--- src/sv/u8u16_pkg.sv ---
// shared types and constants for the utf-8 to utf-16 decoder
package u8u16_pkg;

  localparam int unsigned UNIT_W   = 16;
  localparam int unsigned COUNT_W  = 16;
  localparam int unsigned STATUS_W = 3;

  localparam logic [COUNT_W-1:0] LIMIT_RESET = 16'hFFFF;

  // end status codes
  localparam logic [STATUS_W-1:0] ST_RUN   = 3'd0;
  localparam logic [STATUS_W-1:0] ST_NUL   = 3'd1;
  localparam logic [STATUS_W-1:0] ST_STRAY = 3'd2;
  localparam logic [STATUS_W-1:0] ST_LIMIT = 3'd3;
  localparam logic [STATUS_W-1:0] ST_TRUNC = 3'd4;

  typedef struct packed {
    logic [7:0] in_byte;
    logic       in_last;
  } in_item_t;

  typedef struct packed {
    logic                unit_valid;
    logic [UNIT_W-1:0]   code_unit;
    logic                string_done;
    logic [COUNT_W-1:0]  unit_count;
    logic [STATUS_W-1:0] end_status;
  } out_item_t;

endpackage

--- src/sv/utf8_to_utf16_decoder_core.sv ---
// top level of the utf-8 to utf-16 decoder
//
// Takes a utf-8 string one byte per item on the in_ channel and gives
// 16-bit basic-plane code units on the out_ channel. An item is accepted
// when valid is high and stall is low. A byte gives a result when it
// completes a unit or when it is marked last; the last byte's result
// carries string_done, the unit count and the end status.
// Each accepted byte is registered in the input register, then decoded
// into the output register.
// Throughput: one byte per cycle while out_stall is low, set by the
// single decode step between the input register and the output register.
// When the receiver stalls, the output register holds its result and
// in_stall rises only if the input register also holds a byte waiting
// to be decoded.
// The cfg_ channel writes output_limit and is always ready; write it
// only while no string is in flight.
// Reset (synchronous, rst_n low) empties both registers, clears the
// string state and sets output_limit to 65535.
module utf8_to_utf16_decoder_core (
  input  logic                  clk,
  input  logic                  rst_n,
  input  logic                  in_valid,
  output logic                  in_stall,
  input  u8u16_pkg::in_item_t   in_item,
  output logic                  out_valid,
  input  logic                  out_stall,
  output u8u16_pkg::out_item_t  out_item,
  input  logic                  cfg_valid,
  output logic                  cfg_ready,
  input  logic [u8u16_pkg::COUNT_W-1:0] cfg_data
);
  import u8u16_pkg::*;

  logic               s1_valid_r;
  in_item_t           s1_item_r;
  logic [COUNT_W-1:0] limit_r;
  logic               ob_free;
  logic               fire;
  logic               res_valid;
  out_item_t          res_item;

  assign cfg_ready = 1'b1;
  assign fire      = s1_valid_r && ob_free;
  assign in_stall  = s1_valid_r && !ob_free;

  always_ff @(posedge clk) begin
    if (!rst_n) begin
      s1_valid_r <= 1'b0;
      limit_r    <= LIMIT_RESET;
    end else begin
      if (!in_stall) begin
        s1_valid_r <= in_valid;
      end
      if (cfg_valid && cfg_ready) begin
        limit_r <= cfg_data;
      end
    end
  end

  always_ff @(posedge clk) begin
    if (!in_stall && in_valid) begin
      s1_item_r <= in_item;
    end
  end

  u8u16_dec u_dec (
    .clk       (clk),
    .rst_n     (rst_n),
    .fire      (fire),
    .item      (s1_item_r),
    .limit     (limit_r),
    .res_valid (res_valid),
    .res_item  (res_item)
  );

  u8u16_obuf u_obuf (
    .clk        (clk),
    .rst_n      (rst_n),
    .load_valid (fire && res_valid),
    .load_item  (res_item),
    .free       (ob_free),
    .out_valid  (out_valid),
    .out_stall  (out_stall),
    .out_item   (out_item)
  );

endmodule

--- src/sv/u8u16_dec.sv ---
// per-string decode state and the byte decode logic
module u8u16_dec (
  input  logic                        clk,
  input  logic                        rst_n,
  input  logic                        fire,
  input  u8u16_pkg::in_item_t         item,
  input  logic [u8u16_pkg::COUNT_W-1:0] limit,
  output logic                        res_valid,
  output u8u16_pkg::out_item_t        res_item
);
  import u8u16_pkg::*;

  logic [1:0]          need_r, need_nxt;
  logic [2:0]          skip_r, skip_nxt;
  logic [UNIT_W-1:0]   part_r, part_nxt;
  logic [COUNT_W-1:0]  cnt_r, cnt_nxt;
  logic [STATUS_W-1:0] stop_r, stop_nxt;

  logic              emit;
  logic [UNIT_W-1:0] unit;
  logic [7:0]        b;
  logic [COUNT_W-1:0] cnt_upd;
  logic [STATUS_W-1:0] status;

  always_comb begin
    b         = item.in_byte;
    need_nxt  = need_r;
    skip_nxt  = skip_r;
    part_nxt  = part_r;
    stop_nxt  = stop_r;
    emit      = 1'b0;
    unit      = '0;
    if (stop_r == ST_RUN) begin
      if (need_r != 2'd0) begin
        if (need_r == 2'd2) begin
          part_nxt = part_r | {4'd0, b[5:0], 6'd0};
        end else begin
          part_nxt = part_r | {10'd0, b[5:0]};
        end
        need_nxt = need_r - 2'd1;
        if (need_nxt == 2'd0) begin
          emit     = 1'b1;
          unit     = part_nxt;
          part_nxt = '0;
        end
      end else if (skip_r != 3'd0) begin
        skip_nxt = skip_r - 3'd1;
      end else if (b == 8'h00) begin
        stop_nxt = ST_NUL;
      end else if (cnt_r >= limit) begin
        stop_nxt = ST_LIMIT;
      end else if (b < 8'h80) begin
        emit = 1'b1;
        unit = {8'd0, b};
      end else if (b < 8'hC0) begin
        stop_nxt = ST_STRAY;
      end else if (b < 8'hE0) begin
        part_nxt = {5'd0, b[4:0], 6'd0};
        need_nxt = 2'd1;
      end else if (b < 8'hF0) begin
        part_nxt = {b[3:0], 12'd0};
        need_nxt = 2'd2;
      end else if (b < 8'hF8) begin
        skip_nxt = 3'd3;
      end else if (b < 8'hFC) begin
        skip_nxt = 3'd4;
      end else begin
        skip_nxt = 3'd5;
      end
    end

    cnt_upd = emit ? cnt_r + 16'd1 : cnt_r;
    cnt_nxt = cnt_upd;

    status = ST_RUN;
    if (item.in_last) begin
      if (stop_nxt != ST_RUN) begin
        status = stop_nxt;
      end else if (need_nxt != 2'd0 || skip_nxt != 3'd0) begin
        status = ST_TRUNC;
      end
      // string ends: clear everything for the next one
      need_nxt = '0;
      skip_nxt = '0;
      part_nxt = '0;
      cnt_nxt  = '0;
      stop_nxt = ST_RUN;
    end

    res_valid            = emit | item.in_last;
    res_item.unit_valid  = emit;
    res_item.code_unit   = unit;
    res_item.string_done = item.in_last;
    res_item.unit_count  = cnt_upd;
    res_item.end_status  = status;
  end

  always_ff @(posedge clk) begin
    if (!rst_n) begin
      need_r <= '0;
      skip_r <= '0;
      part_r <= '0;
      cnt_r  <= '0;
      stop_r <= ST_RUN;
    end else if (fire) begin
      need_r <= need_nxt;
      skip_r <= skip_nxt;
      part_r <= part_nxt;
      cnt_r  <= cnt_nxt;
      stop_r <= stop_nxt;
    end
  end

endmodule

--- src/sv/u8u16_obuf.sv ---
// result register toward the output channel
module u8u16_obuf (
  input  logic                 clk,
  input  logic                 rst_n,
  input  logic                 load_valid,
  input  u8u16_pkg::out_item_t load_item,
  output logic                 free,
  output logic                 out_valid,
  input  logic                 out_stall,
  output u8u16_pkg::out_item_t out_item
);
  import u8u16_pkg::*;

  logic      valid_r;
  out_item_t item_r;

  // register can take a new result when empty or being drained this cycle
  assign free      = !valid_r || !out_stall;
  assign out_valid = valid_r;
  assign out_item  = item_r;

  always_ff @(posedge clk) begin
    if (!rst_n) begin
      valid_r <= 1'b0;
    end else if (free) begin
      valid_r <= load_valid;
    end
  end

  always_ff @(posedge clk) begin
    if (free && load_valid) begin
      item_r <= load_item;
    end
  end

endmodule

--- config.mk ---
export PLATFORM = sky130hd
export DESIGN_NAME = utf8_to_utf16_decoder_core
export DESIGN_NICKNAME = d
export VERILOG_FILES = /design/src/sv/u8u16_pkg.sv /design/src/sv/utf8_to_utf16_decoder_core.sv /design/src/sv/u8u16_dec.sv /design/src/sv/u8u16_obuf.sv
export SDC_FILE = /design/constraint.sdc
export NUM_CORES = 1
export LEC_CHECK = 0
export ABC_AREA = 1
export BUFFER_PORTS_ARGS = -buffer_cell sky130_fd_sc_hd__clkbuf_2
export CORE_ASPECT_RATIO = 1.1
export CORE_MARGIN = 2
export CORE_UTILIZATION = 60
export CTS_BUF_LIST = sky130_fd_sc_hd__clkbuf_8
export CTS_CLUSTER_DIAMETER = 80
export DETAILED_ROUTE_END_ITERATION = 8
export GPL_TIMING_DRIVEN = 0
export PLACE_DENSITY = 0.83
export SKIP_CTS_REPAIR_TIMING = 1
export SLEW_MARGIN = 40
export SYNTH_ARGS = -nofsm -noshare
export SYNTH_HDL_FRONTEND = slang
export SYNTH_SLANG_ARGS = --single-unit
export TNS_END_PERCENT = 100
--- constraint.sdc ---
create_clock -name clk -period 3.96 [get_ports clk]
set_input_delay 0.198 -clock clk [delete_from_list [all_inputs] [get_ports clk]]
set_output_delay 0.198 -clock clk [all_outputs]
set_load 0.1 [all_outputs]
Word-level counts from Yosys, hierarchy flattened
Cells that the tools add are included.
Widths: inputs -> output; s select.
Operators by class
  $mul: 0
  reduce and logical (&&, ||, !) cells: 22
  equality and inequality tests: 6
  shift operators: 0
  $add $sub $neg: 3
  multiplexer cells: 59
  $lt $le $gt $ge: 7
  div/mod/pow operators: 0
  bitwise logic cells: 3
Operators by type and width (count)
  $mux 16: 19
  $mux 3: 21
  $lt 8x8->1 const B: 6
  $mux 2: 10
  $add 16x1->16 const B: 1
  $ge 16x16->1: 1
  $or 16x12->16: 1
  $or 16x6->16: 1
  $ne 3x2->1 const B: 5
  $reduce_bool 3->1: 3
  $logic_not 8->1: 1
  $mux 1: 8
  $mux 8: 1
  $reduce_and 8->1: 1
  $reduce_bool 2->1: 3
  $logic_and 1x1->1: 5
  $logic_not 1->1: 4
  $reduce_bool 4->1: 1
  $logic_not 3->1: 1
  $sub 3x1->3 const B: 1
  $eq 2x2->1 const B: 1
  $logic_not 2->1: 1
  $logic_or 1x1->1: 2
  $sub 2x1->2 const B: 1
  $or 1x1->1: 1
Storage, ports and cells
  bits in registers: 104
  memories: 0
  latch bits: 0
  logic and storage cells: 115
  memory bits (writable): 0
  input port bits: 30
  bits in read-only memories: 0

Logic depth before layout (Yosys ltp)
Gate-level depths: netlist (run 1).
  word-level depth: 16
  gate-level depth with buffers: 20
  gate-level depth less buffers: 20

Cells and area by module
A second synthesis (run 1) with hierarchy kept.
Second synthesis, totals
  cells, all modules: 632
  area total of the unflattened synthesis: 5238.8 sq um
By module, submodules not included
  u8u16_dec: times used 1, cells an instance 496, area an instance 3085.5 sq um
  u8u16_obuf: times used 1, cells an instance 43, area an instance 1158.6 sq um
  utf8_to_utf16_decoder_core: times used 1, cells an instance 93, area an instance 994.7 sq um

Worst setup path after synthesis (run 1)
Ideal clock, no wire load.
  path type: register to register
  start point: register u_obuf.valid_r (netlist: u_obuf.out_valid)
  end point: register s1_item_r[0] (netlist name), enable pin
  data required time: 3682 ps
  arrival time: 2865 ps
  setup time: 278 ps
  slack: 817 ps
  buffers on the path: 0
  cell stages (with the launch flop): 6
  cell sequence: dfxtp_1 nand2_1 nor2_1 inv_1 nand2_1 inv_1
On the way
  longest elaborated chain between the ends: 6
Ends and longest elaborated chain
  start: declaration: line u8u16_obuf.sv:14  | logic valid_r;
  start signal: assignment: line u8u16_obuf.sv:26  | valid_r <= load_valid;
  $logic_not 1->1: line u8u16_obuf.sv:18  | assign free = !valid_r || !out_stall;
  $logic_or 1x1->1: line u8u16_obuf.sv:18
  $logic_not 1->1: line utf8_to_utf16_decoder_core.sv:44  | assign in_stall = s1_valid_r && !ob_free;
  $logic_and 1x1->1: line utf8_to_utf16_decoder_core.sv:44
  via in_stall: line utf8_to_utf16_decoder_core.sv:23  | output logic in_stall,
  $logic_not 1->1: line utf8_to_utf16_decoder_core.sv:61  | if (!in_stall && in_valid) begin
  $logic_and 1x1->1: line utf8_to_utf16_decoder_core.sv:61
  end signal: assignment: line utf8_to_utf16_decoder_core.sv:62  | s1_item_r <= in_item;
  end: declaration: line utf8_to_utf16_decoder_core.sv:35  | in_item_t s1_item_r;
The timed path passes the listed nets, and every way through them passes these cells.
A chain may end at the register's enable or synchronous reset.

==> metrics.csv, run 1 <==
metric,value,unit
antenna_cells,0,
area_delta_synth_final,15.1,%
hold_viol_final,0,
design.portCount,70,
synthDistinctLibCells,42,
dp_cells,791,
cp.arrival,3.05,ns
cts_buffers,9,
fin_area,5950,um^2
cts.sinks,104,
synth_area,5160,um^2
required,3.88,ns
status,"complete, no violations",
vias_per_cell,5.37,
leakagePower,0.00258,uW
seqCellArea,2540,um^2
fin_skew,0.0180,ns
fin_util,71.1,%
whs,0.0339,ns
drc,0,
setup_viol,0,
clock_path_buffers,2,
cap_viol_max_count,0,
ys_seq_area_share,49.2,%
drt_first_iter_violations,278,
grt_usage,25.7,%
die_area,9370,um^2
cts_root_buffer,clkbuf_8,
crit_type,flop to flop,
multi_input_area,2180,um^2
globalRouteOverflowTotal,0,
worstSetupStartpointType,flop,
fillCellCount,642,
gp_congestion,0.922,
final_nets,749,
synth_nets,661,
grt_pass1_wl,18900,um
ant_nets,0,
crit_path_end_kind,flop,
power_density,379,nW/um^2
tightest_slew,0.652,ns
wl_met3,728,um
dp_hpwl,8460,um
die_w,92.5,um
grt_pass1_vias,4131,
drv_slew,0,
wl_met1,5030,um
place_area,5640,um^2
netlist_instances,612,
vias,4385,
fp.dieH,101,um
syn_avg_cell_area,8.44,um^2
clock_latency,0.38,ns
wl_met2,5550,um
initial_core_util,61.8,%
drive_gt1_share,17.9,%
hold_path.class,input port to flop,
wl,11500,um
post_drt_wl_per_cell,14.1,um
fin_crit_sh,79.2,%
grt_max_degree,38,
synth_warnings,0,
min_period,3.14,ns
core_area,8360,um^2
setup_tns,0,ns
htreeDepth,3,
fmax,319,MHz
vdd_drop_max,0.272,mV
rsz0062_at_grt,no,
max-slew-margin-rel,56.5,%
instances_no_fill,816,
cts.clk_slew.worst_paths,0.11,ns
top_layer,met4,
first_pass_iters,5,
cts_tree,done,
synth_seq_cells,104,
io_buffers,68,
antenna_found_initial,0,
num_rows,35,
cp_max_fo,37,
## path summary, 6_finish.rpt
kind / start / end / slack, ns / cells after the start
setup / recovery: u_dec.cnt_r[7]$_SDFFE_PN0P_ / u_obuf.out_item[36]$_DFFE_PP_ / 0.82 / 14
hold / removal: cfg_data[4] / limit_r[4]$_SDFFE_PN1P_ / 0.03 / 3
setup reg to reg: u_dec.cnt_r[7]$_SDFFE_PN0P_ / u_obuf.out_item[36]$_DFFE_PP_ / 0.82 / 14
hold reg to reg: u_dec.part_r[3]$_SDFFE_PN0P_ / u_dec.part_r[3]$_SDFFE_PN0P_ / 0.46 / 2
## state kept, by name (all words and copies together) (netlist names)
register and count:
u_dec.stop_r 3, u_dec.cnt_r 16, u_obuf.out_valid 1, u_dec.skip_r 3, u_dec.part_r 16, u_dec.need_r 2, u_obuf.out_item 37, s1_valid_r 1
limit_r 16, s1_item_r 9
## final cells by class
class	instances	area share [%]
inverters	90	5.91
plain buffers	17	1.47
repair buffers	77	7.24
clock buffers	9	2.08
flip-flops and latches	104	42.8
clock inverters	7	1.47
well taps	111	2.34
multi-input cells	401	36.7
## cell families (layout without fill, tap and decap cells)
group | after synthesis | in the layout | share of synthesized area [%]
buf+inv | 107 | 200 | 8.48
xor+xnor | 14 | 14 | 2.81
simple gates | 240 | 240 | 21.5
fa+ha+maj | 19 | 19 | 4.60
other cells | 1 | 1 | 0.0726
flops | 104 | 104 | 49.2
compound gates | 127 | 127 | 13.3
## worst max-delay path, stage by stage, from the launching register on
cell and delay [ns]:
dfxtp_1 0.39, ha_1 0.32, nand2_1 0.05, inv_1 0.06
nand2_1 0.08, nor2_1 0.11, nor2_1 0.04, nand2_1 0.12
nand2_4 0.11, nand2_4 0.11, nor2_4 0.05, nand2_4 0.07
nand2_8 0.10, o21ai_0 0.41, clkinv_2 0.63
## cell usage in the layout, fill, tap and decap left out, types with 2 or more instances in the layout
cell / instances
a211oi_1: 3
nand2_1: 120
o21ai_2: 6
inv_2: 3
clkbuf_2: 68
inv_8: 3
clkinvlp_4: 2
buf_2: 4
nor3_1: 10
o21ai_0: 38
nor2_1: 48
a31oi_1: 3
a2bb2oi_1: 2
edfxtp_1: 46
dfxtp_1: 58
buf_4: 3
inv_1: 85
nand2_4: 3
clkbuf_1: 9
nand4_1: 9
nor2_2: 5
nor4_1: 2
xor2_1: 10
a21oi_1: 69
nand3_1: 30
dlygate4sd3_1: 9
xor2_2: 3
nand2_2: 2
clkbuf_8: 9
ha_1: 19
nor2_4: 5
## metal layers
metal	track usage (%)	up-vias
met1	34.1	2036
li1	-	2182
met3	4.84	17
met2	42.8	150
met5	0	-
met4	8.38	0
## stage by stage
step	setup WS, ns	total power (uW)
5_1_grt	0.608	2330
3_5_place_dp	1.01	1560
2_1_floorplan	0.817	1480
3_3_place_gp	0.652	1550
4_1_cts	0.991	2250
6_report	0.823	2250
## power by group
group	switching, uW	internal [uW]	total [uW]
registers	23.9	1170	1190
clock network	397	308	705
logic	278	77.0	356
total	700	1550	2250
## synthesized netlist by cell type (all sizes together)
master / count / area, um^2
clkbuf: 9 / 33.8
and3: 1 / 6.26
dfxtp: 58 / 1160
o22ai: 1 / 6.26
edfxtp: 46 / 1380
or2: 1 / 6.26
o31ai: 1 / 7.51
conb: 1 / 3.75
a21boi: 1 / 7.51
o211ai: 1 / 7.51
nand3: 30 / 150
a31oi: 3 / 18.8
a211oi: 3 / 22.5
a21oi: 70 / 354
xnor2: 1 / 8.76
nand4: 9 / 56.3
o21ai: 45 / 248
nor3: 11 / 66.3
buf: 8 / 53.8
xor2: 13 / 136
ha: 19 / 238
and2: 1 / 6.26
nor4: 2 / 12.5
nor2: 59 / 288
a2bb2oi: 2 / 17.5
nand2: 126 / 517
inv: 90 / 350
Power figures use the tool's default switching activity.
==> run 2, diff against run 1 <==
--- a/config.mk
+++ b/config.mk
@@ -5,7 +5,7 @@
 export SDC_FILE = /design/constraint.sdc
 export NUM_CORES = 1
 export LEC_CHECK = 0
-export ABC_AREA = 1
+export ABC_AREA = 0
 export BUFFER_PORTS_ARGS = -buffer_cell sky130_fd_sc_hd__clkbuf_2
 export CORE_ASPECT_RATIO = 1.1
 export CORE_MARGIN = 2
==> constraint.sdc (replaced) <==
create_clock -name clk -period 3.2 [get_ports clk]
set_input_delay 0.16 -clock clk [delete_from_list [all_inputs] [get_ports clk]]
set_output_delay 0.16 -clock clk [all_outputs]
set_load 0.1 [all_outputs]
==> metrics.csv, run 2 <==
metric,value,unit
ff2ff_setup_slack,0.23,ns
grt_usage,25.8,%
grt_max_degree,21,
grt_pass1_wl,19200,um
whs,-0.00700,ns
clock_path_buffers,2,
leakagePower,0.00251,uW
vias_per_cell,5.99,
synth-xor-area-share,2.53,%
area_delta_synth_final,16.3,%
hold_path.class,input port to flop,
cts_root_buffer,clkbuf_8,
crit_type,flop to flop,
antenna_cells,0,
cts_buffers,9,
clock_latency,0.38,ns
cts.sinks,104,
violations,negative hold slack,
wl,12100,um
hold_viol_final,6,
synthMuxAreaShare,3.18,%
final_nets,668,
cts.clk_slew.worst_paths,0.11,ns
fin_area,6050,um^2
globalRouteOverflowTotal,0,
tightest_slew,0.861,ns
drt_first_iter_violations,347,
setup_viol,0,
rsz0062_at_grt,no,
synth_top_area_cell,edfxtp_1,
ys_async_sr_fraction,0,%
synthAdderAreaFrac,4.57,%
ys_seq_area_share,48.9,%
synth_area,5200,um^2
antenna_found_initial,0,
first_pass_iters,5,
netlist_instances,525,
synth_warnings,0,
cap_viol_max_count,0,
fillCellCount,651,
fin_skew,0.00975,ns
required,3.30,ns
grt_pass1_vias,3993,
fmax,337,MHz
fin_crit_sh,92.7,%
ant_nets,0,
largest_reg_flops,37,
final_common_cell,clkbuf_2,
cts_tree,done,
synth.area.top_cells,"edfxtp_1 27%, dfxtp_1 22%, ha_1 4.6%",
synth_enable_flop_cells,46,
fp.dieH,102,um
syn_avg_cell_area,9.91,um^2
vias,4401,
die_area,9430,um^2
synthMostInstantiatedCell,dfxtp_1,
crit_path_end_kind,flop,
num_rows,35,
dp_cells,706,
synthDistinctLibCells,65,
core_area,8410,um^2
cp.arrival,3.07,ns
worstSetupStartpointType,flop,
drc,0,
design.portCount,70,
initial_core_util,61.9,%
synth_seq_cells,104,
synth_top_area_share,26.6,%
htreeDepth,3,
place_area,5720,um^2
gp_congestion,0.909,
min_period,2.97,ns
synth_nets,574,
synthSimpleGateAreaFrac,19.2,%
max-slew-margin-rel,42.5,%
synth_top_flop_cell,dfxtp_1,
power_density,453,nW/um^2
synth_top_family_by_area,simple AND/OR/NAND/NOR gates,
synthTopCellsByCount,"58 x dfxtp_1, 56 x nand2_1, 46 x edfxtp_1, 33 x inv_1, 29 x nor2_1",
die_w,92.8,um
io_buffers,68,
cp_max_fo,10,
dp_hpwl,8910,um
drv_slew,0,
vdd_drop_max,0.294,mV
status,"complete, but fails checks",
final_cell_mix,"68 x clkbuf_2, 58 x dfxtp_1, 56 x nand2_1, 46 x edfxtp_1, 33 x inv_1",
post_drt_wl_per_cell,16.5,um
drive_gt1_share,18.6,%
synth_compound_area_share,16.6,%
instances_no_fill,735,
[run 2: cell count changes in the layout (fill, tap and decap cells not counted), moves of 15 or more]
| cell | before | now |
|---|---|---|
| a21oi_1 | 69 | 16 |
| inv_1 | 85 | 33 |
| mux2i_1 | 0 | 15 |
| nand2_1 | 120 | 56 |
| nor2_1 | 48 | 29 |
| nor2b_1 | 0 | 15 |
| o211ai_1 | 1 | 18 |
| o21ai_0 | 38 | 18 |
[run 2: cell type report]
cell class / instances / area (um^2) / area share [%]
flip-flops and latches: 104 / 2540 / 42.0
multi-input cells: 359 / 2410 / 39.9
repair buffers: 83 / 495 / 8.19
well taps: 111 / 139 / 2.30
plain buffers: 28 / 135 / 2.23
inverters: 34 / 128 / 2.11
clock buffers: 9 / 124 / 2.05
clock inverters: 7 / 71.3 / 1.18
[run 2: routing by layer]
metal	GRT usage, %	routed length [um]
met5	0	0
met1	36.1	5170
met4	8.71	233
met3	3.79	1050
met2	41.6	5670
[run 2: critical path: stages, from the launching register on]
cell     delay, ns
dfxtp_1       0.45
ha_1          0.29
a21o_1        0.18
a21o_1        0.18
a22oi_2       0.36
a41oi_4       0.25
buf_6         0.23
nor4_1        0.56
xnor2_1       0.18
[run 2: final timing paths]
kind,startpoint,endpoint,cells past startpoint
max reg2reg,u_dec.cnt_r[13]$_SDFFE_PN0P_,u_obuf.out_item[8]$_DFFE_PP_,8
max,u_dec.cnt_r[13]$_SDFFE_PN0P_,u_obuf.out_item[8]$_DFFE_PP_,8
min reg2reg,u_dec.part_r[15]$_SDFFE_PN0P_,u_dec.part_r[15]$_SDFFE_PN0P_,2
min,cfg_data[15],limit_r[15]$_SDFFE_PN1P_,3
[run 2: through the flow]
stage	setup slack, ns	TNS [ns]	power [uW]	util (%)
after floorplan	0.301	0	1820	-
after global placement	-0.166	-6.18	1910	67.7
after detailed placement	0.0339	0	1930	68.1
after CTS	-0.00758	-0.0529	2720	70.4
after global routing	0.138	0	2830	71.9
final	0.234	0	2740	71.9
[run 2: cell families after synthesis]
kind of cell               count (synthesis)
AOI/OAI and AO/OA                        117
xor gates and xnor gates                  15
buffers and inverters                     62
other                                      1
adders and majority gates                 19
and+or+nand+nor                          191
DFF                                      104
muxes                                     16
[run 2: where the power goes]
part	switching, uW	internal, uW	total (uW)
combinational	336	114	450
sequential	25.9	1440	1470
clock	514	308	822
==> run 3, diff against run 2 <==
--- a/config.mk
+++ b/config.mk
@@ -19,5 +19,6 @@
 export SLEW_MARGIN = 40
 export SYNTH_ARGS = -nofsm -noshare
 export SYNTH_HDL_FRONTEND = slang
+export SYNTH_HIERARCHICAL = 1
 export SYNTH_SLANG_ARGS = --single-unit
 export TNS_END_PERCENT = 100
==> metrics.csv, run 3 <==
metric,value,unit
combPwrFrac,13.9,%
setup_slack,0.0435,ns
rr_endpoint,u_obuf/out_item[13]$_DFFE_PP_,
dp_slack,-0.443,ns
synth_top_flop_cell,dfxtp_1,
netlist_instances,491,
switchingPower,804,uW
leakagePower,0.00260,uW
cts_buffers,9,
clock_path_buffers,2,
vias_per_cell,6.02,
htreeDepth,3,
final_cell_mix,"69 x clkbuf_2, 51 x dfxtp_1, 50 x nand2_1, 46 x edfxtp_1, 30 x inv_1",
wl,12000,um
gp_congestion,0.917,
antenna_found_initial,0,
synth_seq_cells,104,
synthTopCellsByCount,"58 x dfxtp_1, 51 x nand2_1, 46 x edfxtp_1, 30 x inv_1, 28 x a21oi_1",
power_density,437,nW/um^2
synth_top_area_share,27.0,%
place_area,5590,um^2
setup_tns,0,ns
ys_seq_area_share,49.7,%
fp.dieH,101,um
design.portCount,70,
tightest_slew,0.724,ns
die_w,92.0,um
synth.area.top_cells,"edfxtp_1 27%, dfxtp_1 23%, ha_1 4.6%",
io_buffers,67,
cts_tree,done,
final_common_cell,clkbuf_2,
core_area,8320,um^2
cts.clk_slew.worst_paths,0.11,ns
clock_latency,0.38,ns
initial_core_util,61.5,%
drive_gt1_share,24.4,%
vias,4268,
hold_viol_final,2,
reg2regPathDepth,12,
cts_root_buffer,clkbuf_8,
vdd_drop_max,0.277,mV
grt_pass1_vias,3755,
grt_usage,25.4,%
synthDistinctLibCells,66,
die_area,9280,um^2
final_nets,642,
drv_slew,0,
globalRouteOverflowTotal,0,
ant_nets,0,
synth_top_area_cell,edfxtp_1,
min_period,3.16,ns
violations,negative hold slack,
hold_path.class,input port to flop,
required,3.30,ns
setup_viol,0,
first_pass_iters,5,
pwr-share-seq,54.8,%
synth_enable_flop_cells,46,
p_clk_share,31.3,%
ys_async_sr_fraction,0,%
dp_hpwl,7990,um
fmax,317,MHz
worstSetupStartpointType,flop,
syn_avg_cell_area,10.4,um^2
antenna_cells,0,
drt_first_iter_violations,451,
hp-start,in_valid,
timing.rr.start,u_dec/cnt_r[0]$_SDFFE_PN0P_,
post_drt_wl_per_cell,17.0,um
whs,-0.00259,ns
synthMostInstantiatedCell,dfxtp_1,
grt_pass1_wl,18400,um
fin_area,6070,um^2
crit_end,u_obuf/out_item[13]$_DFFE_PP_,
max-slew-margin-rel,51.1,%
crit_path_end_kind,flop,
status,"complete, but fails checks",
synth_nets,540,
ff2ff_setup_slack,0.04,ns
grt_max_degree,38,
synth_area,5110,um^2
sw_frac_of_total,30.3,%
cap_viol_max_count,0,
cts.sinks,104,
startpoint,u_dec/cnt_r[0]$_SDFFE_PN0P_,
total_power,2650,uW
drc,0,
fin_skew,0.0179,ns
largest_reg_flops,37,
fin_crit_sh,98.6,%
p_int,1850,uW
crit_type,flop to flop,
synth_warnings,6,
num_rows,35,
area_delta_synth_final,18.6,%
cp_max_fo,9,
cp.arrival,3.25,ns
[run 3: area by class of cell]
type | instances | area (um^2)
inverters | 31 | 119
multi-input cells | 326 | 2290
fillers | 614 | 2250
flip-flops and latches | 104 | 2550
clock buffers | 9 | 124
well taps | 111 | 139
clock inverters | 7 | 90.1
repair buffers | 89 | 552
plain buffers | 32 | 198
[run 3: worst min-delay path by stage]
| stage | to | slack, ns | depth (start not counted) |
|---|---|---|---|
| 6_report | s1_valid_r$_SDFFE_PN0N_ | -0.003 | 2 |
| 5_1_grt | limit_r[6]$_SDFFE_PN1P_ | 0.00003 | 3 |
| 4_1_cts | s1_item_r[6]$_DFFE_PP_ | -0.06 | 1 |
| 3_5_place_dp | s1_item_r[6]$_DFFE_PP_ | 0.34 | 1 |
| 3_3_place_gp | s1_item_r[6]$_DFFE_PP_ | 0.34 | 1 |
| 2_1_floorplan | s1_item_r[0]$_DFFE_PP_ | 0.26 | 0 |
[run 3: power groups by stage]
stage	clock [uW]	combinational, uW	sequential (uW)
after detailed placement	0	338	1480
after global routing	891	392	1460
after CTS	833	339	1450
after global placement	0	331	1480
final	831	369	1450
after floorplan	0	148	1590
[run 3: routing by layer]
layer	up-vias	routed length (um)	part of all wire (%)	GRT usage, %
li1	2006	-	-	-
met1	1998	5250	44	34.5
met2	226	5420	45	41.3
met3	38	990	8.2	4.11
met4	0	367	3.1	9.41
met5	-	0	0	0
[run 3: critical path, cell delays in order, from the launching register on]
cell and delay, ns:
dfxtp_4 0.39, inv_1 0.05, ha_1 0.27, nand2b_1 0.14, a2111o_1 0.44, a31oi_4 0.27
nand4b_4 0.16, a211o_1 0.33, buf_6 0.15, nand2_2 0.10, and3_4 0.24, and2_4 0.19
buf_12 0.15
[run 3: cell families (layout without fill, tap and decap cells)]
| family | after synthesis | in the layout | synth area share [%] |
|---|---|---|---|
| and+or+nand+nor | 170 | 172 | 17.8 |
| DFF | 104 | 104 | 49.7 |
| AOI/OAI and AO/OA | 102 | 102 | 15.7 |
| buffers and inverters | 63 | 168 | 6.16 |
| adders and majority gates | 19 | 19 | 4.65 |
| muxes | 17 | 17 | 3.35 |
| xor gates and xnor gates | 15 | 15 | 2.57 |
| other | 1 | 1 | 0.0733 |
[run 3: through the flow]
step / std cells / utilization (%)
6_report: 709 / 72.9
4_1_cts: 685 / 69.8
2_1_floorplan: 491 / -
5_1_grt: 709 / 72.9
3_5_place_dp: 669 / 67.2
3_3_place_gp: 669 / 67.2
